[src/sv/yuvrgb_pkg.sv]
// shared constants, types and codes for the yuv 4:2:0 to rgb converter
`timescale 1ns / 1ps

package yuvrgb_pkg;

  localparam int FRAME_BYTES = 8192;

  localparam int ADDR_W = 17;
  localparam int PROD_W = 20;
  localparam int ACC_W  = 22;

  typedef logic [ADDR_W-1:0] addr_t;
  typedef logic signed [PROD_W-1:0] prod_t;
  typedef logic signed [ACC_W-1:0] acc_t;

  localparam logic [1:0] CFG_PIXEL_FORMAT = 2'd0;
  localparam logic [1:0] CFG_FRAME_WIDTH  = 2'd1;
  localparam logic [1:0] CFG_FRAME_HEIGHT = 2'd2;

  localparam logic [1:0] FMT_YU12 = 2'd0;
  localparam logic [1:0] FMT_YV12 = 2'd1;
  localparam logic [1:0] FMT_NV12 = 2'd2;
  localparam logic [1:0] FMT_NV21 = 2'd3;

  localparam logic OP_WRITE = 1'b0;
  localparam logic OP_READ  = 1'b1;

  localparam logic [7:0] RST_FRAME_WIDTH  = 8'd8;
  localparam logic [7:0] RST_FRAME_HEIGHT = 8'd8;

  localparam prod_t COEF_Y  = 20'sd298;
  localparam prod_t COEF_RV = 20'sd409;
  localparam prod_t COEF_GU = 20'sd100;
  localparam prod_t COEF_GV = 20'sd208;
  localparam prod_t COEF_BU = 20'sd516;

  typedef struct packed {
    logic mul_en;
    logic sum_en;
    logic oor;
  } conv_ctrl_t;

endpackage

[src/sv/yuvrgb_conv.sv]
// bt.601 integer conversion: registered products, then sums with saturation (black when out of range)
`timescale 1ns / 1ps

module yuvrgb_conv (
  input  logic                   clk_i,
  input  logic                   rst_ni,
  input  yuvrgb_pkg::conv_ctrl_t ctrl_i,
  input  logic [7:0]             y_i,
  input  logic [7:0]             u_i,
  input  logic [7:0]             v_i,
  output logic [7:0]             red_o,
  output logic [7:0]             green_o,
  output logic [7:0]             blue_o,
  output logic                   out_of_range_o,
  output logic                   done_o
);

  logic signed [9:0] c_y;
  logic signed [9:0] c_u;
  logic signed [9:0] c_v;

  yuvrgb_pkg::prod_t p_y_q, p_rv_q, p_gu_q, p_gv_q, p_bu_q;
  yuvrgb_pkg::acc_t  acc_r, acc_g, acc_b;

  logic [7:0] red_q, green_q, blue_q;
  logic       oor_q;
  logic       done_q;

  function automatic logic [7:0] sat8(input yuvrgb_pkg::acc_t a);
    logic [7:0] res;
    if (a[yuvrgb_pkg::ACC_W-1]) begin
      res = 8'd0;
    end else if (|a[yuvrgb_pkg::ACC_W-2:16]) begin
      res = 8'd255;
    end else begin
      res = a[15:8];
    end
    return res;
  endfunction

  assign c_y = $signed({2'b00, y_i}) - 10'sd16;
  assign c_u = $signed({2'b00, u_i}) - 10'sd128;
  assign c_v = $signed({2'b00, v_i}) - 10'sd128;

  always_ff @(posedge clk_i) begin
    if (ctrl_i.mul_en) begin
      p_y_q  <= yuvrgb_pkg::PROD_W'(c_y) * yuvrgb_pkg::COEF_Y;
      p_rv_q <= yuvrgb_pkg::PROD_W'(c_v) * yuvrgb_pkg::COEF_RV;
      p_gu_q <= yuvrgb_pkg::PROD_W'(c_u) * yuvrgb_pkg::COEF_GU;
      p_gv_q <= yuvrgb_pkg::PROD_W'(c_v) * yuvrgb_pkg::COEF_GV;
      p_bu_q <= yuvrgb_pkg::PROD_W'(c_u) * yuvrgb_pkg::COEF_BU;
    end
  end

  assign acc_r = yuvrgb_pkg::ACC_W'(p_y_q) + yuvrgb_pkg::ACC_W'(p_rv_q) + 22'sd128;
  assign acc_g = yuvrgb_pkg::ACC_W'(p_y_q) - yuvrgb_pkg::ACC_W'(p_gu_q)
               - yuvrgb_pkg::ACC_W'(p_gv_q) + 22'sd128;
  assign acc_b = yuvrgb_pkg::ACC_W'(p_y_q) + yuvrgb_pkg::ACC_W'(p_bu_q) + 22'sd128;

  always_ff @(posedge clk_i) begin
    if (ctrl_i.sum_en) begin
      red_q   <= ctrl_i.oor ? 8'd0 : sat8(acc_r);
      green_q <= ctrl_i.oor ? 8'd0 : sat8(acc_g);
      blue_q  <= ctrl_i.oor ? 8'd0 : sat8(acc_b);
      oor_q   <= ctrl_i.oor;
    end
  end

  always_ff @(posedge clk_i or negedge rst_ni) begin
    if (!rst_ni) begin
      done_q <= 1'b0;
    end else begin
      done_q <= ctrl_i.sum_en;
    end
  end

  assign red_o          = red_q;
  assign green_o        = green_q;
  assign blue_o         = blue_q;
  assign out_of_range_o = oor_q;
  assign done_o         = done_q;

endmodule

[config.mk]
export PLATFORM = sky130hd
export DESIGN_NAME = yuvrgb_conv
export DESIGN_NICKNAME = d
export VERILOG_FILES = /design/src/sv/yuvrgb_pkg.sv /design/src/sv/yuvrgb_conv.sv
export SDC_FILE = /design/constraint.sdc
export NUM_CORES = 1
export LEC_CHECK = 0
export BUFFER_PORTS_ARGS = -buffer_cell sky130_fd_sc_hd__buf_2
export CELL_PAD_IN_SITES_DETAIL_PLACEMENT = 1
export CELL_PAD_IN_SITES_GLOBAL_PLACEMENT = 1
export CORE_UTILIZATION = 45
export CTS_CLUSTER_SIZE = 16
export DETAILED_ROUTE_END_ITERATION = 8
export GPL_TIMING_DRIVEN = 0
export PLACE_DENSITY_LB_ADDON = 0.1
export SYNTH_ARGS = -nofsm -noshare
export SYNTH_HDL_FRONTEND = slang
export SYNTH_SLANG_ARGS = --single-unit
[constraint.sdc]
create_clock -name clk_i -period 8.2 [get_ports clk_i]
set_clock_uncertainty 0.15 [all_clocks]
set_input_delay 0.82 -clock clk_i [delete_from_list [all_inputs] [get_ports clk_i]]
set_output_delay 0.82 -clock clk_i [all_outputs]
set_load 0.05 [all_outputs]
== Yosys cells after proc, flatten, opt, wreduce, memory -nomap -nowiden ==
Cells that the tools add are included.
Word-level totals
  output and inout bits: 26
  flip-flop bits (word level): 110
Operators by class
  multiplexer cells: 3
  $mul: 5
  add/subtract/negate cells: 10
  reduce and logical (&&, ||, !) cells: 6
Operators with widths (count)
  multiplier 9 x 9 -> 18 bit, second input constant: 2
  2-to-1 mux 8 bit: 3
  adder 21 x 9 -> 22 bit, second input constant: 1
  adder 22 x 9 -> 22 bit, second input constant: 1
  adder 19 x 20 -> 21 bit: 1
  adder 20 x 9 -> 21 bit, second input constant: 1
  subtractor 20 x 18 -> 21 bit: 1
  adder 19 x 19 -> 20 bit: 1
  subtractor 19 x 17 -> 20 bit: 1
  multiplier 9 x 10 -> 19 bit, second input constant: 1
  subtractor 8 x 8 -> 9 bit, second input constant: 2
  multiplier 9 x 6 -> 15 bit, second input constant: 1
  OR reduction 5 bit: 3
  multiplier 9 x 5 -> 14 bit, second input constant: 1
  subtractor 8 x 5 -> 9 bit, second input constant: 1
  OR reduction 2 bit: 3

== Logic depth before layout (Yosys ltp) ==
  depth after elaboration: 5
  gate-level depth with buffers: 21

== Worst setup path after synthesis ==
Ideal clock, no wire load.
  kind: in2reg
  from: input y_i[4]
  to: register p_y_q[16] (data pin)
  library setup time: 0.278 ns
  arrival: 5.020 ns
  stages: 19
  path slack: 2.752 ns
  cell sequence: inv_1 ha_1 nor3b_1 buf_1 ha_1 ha_1 inv_1 fa_1 fa_1 inv_1 ha_1 o21ai_0 a21boi_0 o21ai_0 a21boi_0 o21a_1 o21ai_0 a211o_1 o311ai_0
Between the ends
  longest elaborated chain between the ends: 2
RTL lines
  start: declaration: RTL line yuvrgb_conv.sv:8  | input logic [7:0] y_i,
  subtractor 8 x 5 -> 9 bit: RTL line yuvrgb_conv.sv:41  | assign c_y = $signed({2'b00, y_i}) - 10'sd16;
  multiplier 9 x 9 -> 18 bit: RTL line yuvrgb_conv.sv:47  | p_y_q <= yuvrgb_pkg::PROD_W'(c_y) * yuvrgb_pkg::COEF_Y;
  end signal: assignment: RTL line yuvrgb_conv.sv:47
  end: declaration: RTL line yuvrgb_conv.sv:22  | yuvrgb_pkg::prod_t p_y_q, p_rv_q, p_gu_q, p_gv_q, p_bu_q;
Every way passes these cells.
A chain may end at the register's enable or synchronous reset.

== Worst setup path in the final report ==
Ends and elaborated chain as after synthesis.

==> flow_summary.html <==
<table>
<tr><th>Metric</th><th>Value</th></tr>
<tr><th colspan="2">Global route</th></tr>
<tr><td>Largest net degree at the start of global routing</td><td>52</td></tr>
<tr><td>Wire length of the first global-routing pass</td><td>40.9 mm</td></tr>
<tr><td>GR Overflow Total</td><td>0</td></tr>
<tr><td>Total routing usage reported by global routing</td><td>20.6%</td></tr>
<tr><td>Number of antenna violations at the first check in global routing</td><td>2</td></tr>
<tr><td>Vias in the first global route</td><td>7970</td></tr>
<tr><th colspan="2">Run</th></tr>
<tr><td>Number of maximum-capacitance constraint violations</td><td>0</td></tr>
<tr><th colspan="2">CTS</th></tr>
<tr><td>Clk Tree Root Cell</td><td>clkbuf_16</td></tr>
<tr><td>Post-CTS setup buffers</td><td>0</td></tr>
<tr><td>Total CTS buffers</td><td>9</td></tr>
<tr><td>Clock network latency to the later pin of the worst-skew pair</td><td>0.36 ns</td></tr>
<tr><td>Total number of clock tree sinks</td><td>105</td></tr>
<tr><td>H-tree level count</td><td>3</td></tr>
<tr><td>Buffer levels on the longest clock path</td><td>2</td></tr>
<tr><td>Number of gates resized after cts</td><td>0</td></tr>
<tr><td>Count of hold-fix buffers inserted at cts</td><td>0</td></tr>
<tr><td>Clock-pin transition on the worst setup and hold timing paths</td><td>0.08 ns</td></tr>
<tr><td>TritonCTS clock tree</td><td>yes</td></tr>
<tr><th colspan="2">Synth</th></tr>
<tr><td>Synthesized net count</td><td>1409</td></tr>
<tr><td>Post-Synthesis Mean Instance Area</td><td>10.4 um2</td></tr>
<tr><td>Number of distinct library cells after synthesis</td><td>67</td></tr>
<tr><td>Post-synthesis register bit count</td><td>105</td></tr>
<tr><td>Largest cells by area after synthesis</td><td>edfxtp_1 28%, ha_1 28%, fa_1 9.7%, inv_1 6.4%, xnor2_1 4.4%</td></tr>
<tr><td>Post-synthesis cell type with the largest combined area</td><td>edfxtp_1</td></tr>
<tr><td>Count of flip-flops with a built-in enable after synthesis</td><td>104</td></tr>
<tr><td>Share of synthesized area occupied by flip-flops and latches</td><td>28.1%</td></tr>
<tr><td>Synth Flop Type</td><td>edfxtp_1</td></tr>
<tr><td>Post-synth top area share</td><td>27.9%</td></tr>
<tr><td>Synth warnings</td><td>0</td></tr>
<tr><td>Cell area after synthesis</td><td>11200 um2</td></tr>
<tr><td>Share of async-settable or async-resettable flops after synthesis</td><td>0.952%</td></tr>
<tr><td>Gate Count Post-Synth</td><td>1077</td></tr>
<tr><th colspan="2">Critical path</th></tr>
<tr><td>Cells traversed along the worst timing path</td><td>buf_2 &gt; inv_1 &gt; ha_1 &gt; nor3b_1 &gt; buf_1 &gt; ha_1 &gt; ha_1 &gt; inv_1 &gt; fa_1 &gt; fa_1 &gt; inv_1 &gt; ha_1 &gt; o21ai_0 &gt; a21boi_0 &gt; o21ai_0 &gt; a21boi_0 &gt; o21a_1 &gt; o21ai_0 &gt; nand2_1 &gt; o311ai_0</td></tr>
<tr><td>Buffers &amp; Inverters on Critical Path</td><td>5</td></tr>
<tr><td>Startpoint of the worst setup timing path</td><td>y_i[4]</td></tr>
<tr><td>Critical path arrival</td><td>5.98 ns</td></tr>
<tr><td>Critical Path Source Type</td><td>primary input</td></tr>
<tr><td>Critical path required time</td><td>8.20 ns</td></tr>
<tr><td>CP endpoint kind</td><td>flop</td></tr>
<tr><td>Delay-heaviest family, CP</td><td>adder cells</td></tr>
<tr><td>CP max stage cell</td><td>buf_1</td></tr>
<tr><td>Startpoint of the most critical register-to-register path</td><td>p_y_q[10]$_DFFE_PP_</td></tr>
<tr><td>Worst path most repeated cell</td><td>ha_1</td></tr>
<tr><td>Largest fanout on the critical path</td><td>16</td></tr>
<tr><td>CP peak stage delay</td><td>0.68 ns</td></tr>
<tr><td>CP Class</td><td>primary input to flop</td></tr>
<tr><th colspan="2">Power and ir drop</th></tr>
<tr><td>Logic pwr share</td><td>71.9%</td></tr>
<tr><td>P per Cell Area</td><td>385 nW/um2</td></tr>
<tr><td>Switching power</td><td>2.30 mW</td></tr>
<tr><td>Switching part of the total</td><td>48.9%</td></tr>
<tr><td>Maximum resistive drop on vdd</td><td>0.000219 V</td></tr>
<tr><td>Relative contribution of sequential cells to total power</td><td>18.6%</td></tr>
<tr><td>Static power due to leakage</td><td>5.93 nW</td></tr>
<tr><td>Share of power burned in the clock network</td><td>9.5%</td></tr>
<tr><td>Design internal power</td><td>2.40 mW</td></tr>
<tr><th colspan="2">Final layout</th></tr>
<tr><td>Area delta synth-&gt;final</td><td>8.96%</td></tr>
<tr><td>Final net count</td><td>1475</td></tr>
<tr><td>Ratio of cells with drive above 1 in the final layout</td><td>8.89%</td></tr>
<tr><td>Number of diodes</td><td>0</td></tr>
<tr><td>Filler instances</td><td>2761</td></tr>
<tr><td>Layout Utilization</td><td>50.0%</td></tr>
<tr><th colspan="2">Die</th></tr>
<tr><td>Die area</td><td>25500 um2</td></tr>
<tr><td>Core ar.</td><td>24400 um2</td></tr>
<tr><td>Width of the chip</td><td>160 um</td></tr>
<tr><td>Cell Rows</td><td>57</td></tr>
<tr><td>Initial Util</td><td>45.9%</td></tr>
<tr><td>Die H</td><td>160 um</td></tr>
<tr><td>Top-level I/O count</td><td>55</td></tr>
<tr><th colspan="2">Detailed routing</th></tr>
<tr><td>Final routed DRC violation total</td><td>0</td></tr>
<tr><td>DRT antenna net count</td><td>0</td></tr>
<tr><td>WL final</td><td>25.4 mm</td></tr>
<tr><td>Post-detailed-route via-to-cell ratio</td><td>5.21</td></tr>
<tr><td>Drt wl/cell</td><td>17.3 um</td></tr>
<tr><td>Total via count after detailed routing</td><td>7675</td></tr>
<tr><td>Initial DRT Pass Iterations</td><td>4</td></tr>
<tr><td>DRC marker count from the first detailed-route iteration</td><td>257</td></tr>
<tr><th colspan="2">Timing</th></tr>
<tr><td>Final Setup Violations</td><td>0</td></tr>
<tr><td>Count of final max-slew check failures</td><td>0</td></tr>
<tr><td>Unrepaired setup endpoints after global routing</td><td>no</td></tr>
<tr><td>Final period utilization</td><td>72.9%</td></tr>
<tr><td>Worst slew margin relative to its limit</td><td>41.8%</td></tr>
<tr><td>Least-Margin Pin Slew</td><td>0.873 ns</td></tr>
<tr><td>Crit path time final</td><td>5.98 ns</td></tr>
<tr><td>Final hold vios</td><td>0</td></tr>
<tr><td>Setup_tns</td><td>0 ns</td></tr>
<tr><td>Min Hold Slack</td><td>0.0695 ns</td></tr>
<tr><td>Achievable frequency</td><td>167 MHz</td></tr>
<tr><th colspan="2">Placed design</th></tr>
<tr><td>Weighted congestion reported at the end of routability-driven placement</td><td>0.795</td></tr>
<tr><td>Final HPWL from detailed placement</td><td>21.5 mm</td></tr>
<tr><td># port buffers</td><td>54</td></tr>
<tr><th colspan="2">Run status</th></tr>
<tr><td>Outcome</td><td>complete, no violations</td></tr>
<tr><th colspan="2">Hold path</th></tr>
<tr><td>HP Class</td><td>primary input to async pin</td></tr>
</table>
[state kept, by name (all words and copies together), names as in the netlist, 8 cells and up]
register and count:
p_rv_q 19, p_bu_q 18, p_y_q 18, p_gu_q 12, p_gv_q 12, blue_o 8
green_o 8, red_o 8
[cell families (layout without fill, tap and decap cells)]
logic type	after synthesis	count (layout)	synth area share [%]
mux	6	6	0.559
simple gates	171	171	7.80
fa+ha+maj	303	303	37.5
buf+inv	201	272	6.83
compound gates	216	216	13.2
flops	105	105	28.1
xor+xnor	75	75	6.04
[cell type report]
cell class / count / area (um2) / share of cell area [%]
multi-input combinational: 771 / 7280 / 59.7
sequential: 105 / 3150 / 25.8
inverter: 192 / 721 / 5.91
tap: 324 / 405 / 3.32
timing repair buffer: 55 / 300 / 2.46
clock buffer: 10 / 229 / 1.88
clock inverter: 6 / 68.8 / 0.564
buffer: 9 / 43.8 / 0.359
[power groups by stage]
stage / Combinational [mW] / Clock [mW] / Sequential (mW)
finish: 3.38 / 0.446 / 0.875
global route: 3.80 / 0.472 / 0.888
CTS: 3.39 / 0.456 / 0.881
detailed placement: 3.35 / 0 / 0.893
global placement: 3.28 / 0 / 0.888
floorplan: 2.52 / 0 / 0.915
[worst paths after layout]
kind / depth (start not counted) / end / slack, ns
max: 20 / p_y_q[16]$_DFFE_PP_ / 2.22
min: 1 / done_o$_DFF_PN0_ / 0.07
max reg2reg: 12 / green_o[1]$_SDFFCE_PP0P_ / 3.97
min reg2reg: 4 / blue_o[6]$_SDFFCE_PP0P_ / 0.81
max in group asynchronous: 1 / done_o$_DFF_PN0_ / 7.75
min in group clk_i: 1 / p_rv_q[1]$_DFFE_PP_ / 0.55
[synth_stat cells, drive strengths merged (11+ instances only)]
cell,n
nor2,49
nand2,32
o21a,13
fa,54
o21bai,15
xnor2,57
a21oi,71
edfxtp,104
inv,192
nor3,16
o21ai,32
nand3,17
ha,249
a211oi,11
xor2,18
a21o,22
[cells in the final DEF (no fill, tap or decap), types with 3 or more instances in the layout]
cell type,instances
o41ai_1,3
o31a_1,5
nand3b_1,4
o311ai_0,3
a211oi_1,7
a21o_1,22
ha_1,249
o21ai_0,24
inv_1,192
xnor2_1,56
o21bai_1,15
and2_1,7
o211ai_1,5
xor2_1,18
nor2_1,49
nor2b_1,10
and3_1,3
nand2b_1,10
nand4_1,3
buf_2,61
nor3_1,15
a21boi_0,5
a211oi_2,4
a211o_1,5
o21ai_1,8
o21a_1,13
a21oi_1,71
or2_2,3
nor3b_1,3
edfxtp_1,104
a31oi_1,9
fa_1,54
clkbuf_16,9
clkinv_4,3
nor4_1,4
nand3_1,17
nand2_1,32
mux2i_1,4
[through the flow]
step                cells  setup WS (ns)  area, um2  power, mW
floorplan            1077           2.75      11200       3.43
finish               1472           2.22      12200       4.70
global placement     1455           2.01      11900       4.17
detailed placement   1456           1.92      11900       4.25
CTS                  1472           2.22      12200       4.73
global route         1472           1.84      12200       5.16
[metal layers]
metal | part of all wire [%] | vias to the layer above | track usage (%)
met1 | 48 | 3677 | 26.8
met4 | 1.7 | 0 | 5.81
met5 | 0 | - | 0
met3 | 2.1 | 19 | 1.64
met2 | 49 | 80 | 36.6
li1 | - | 3899 | -
(Power assumes the default switching activity.)
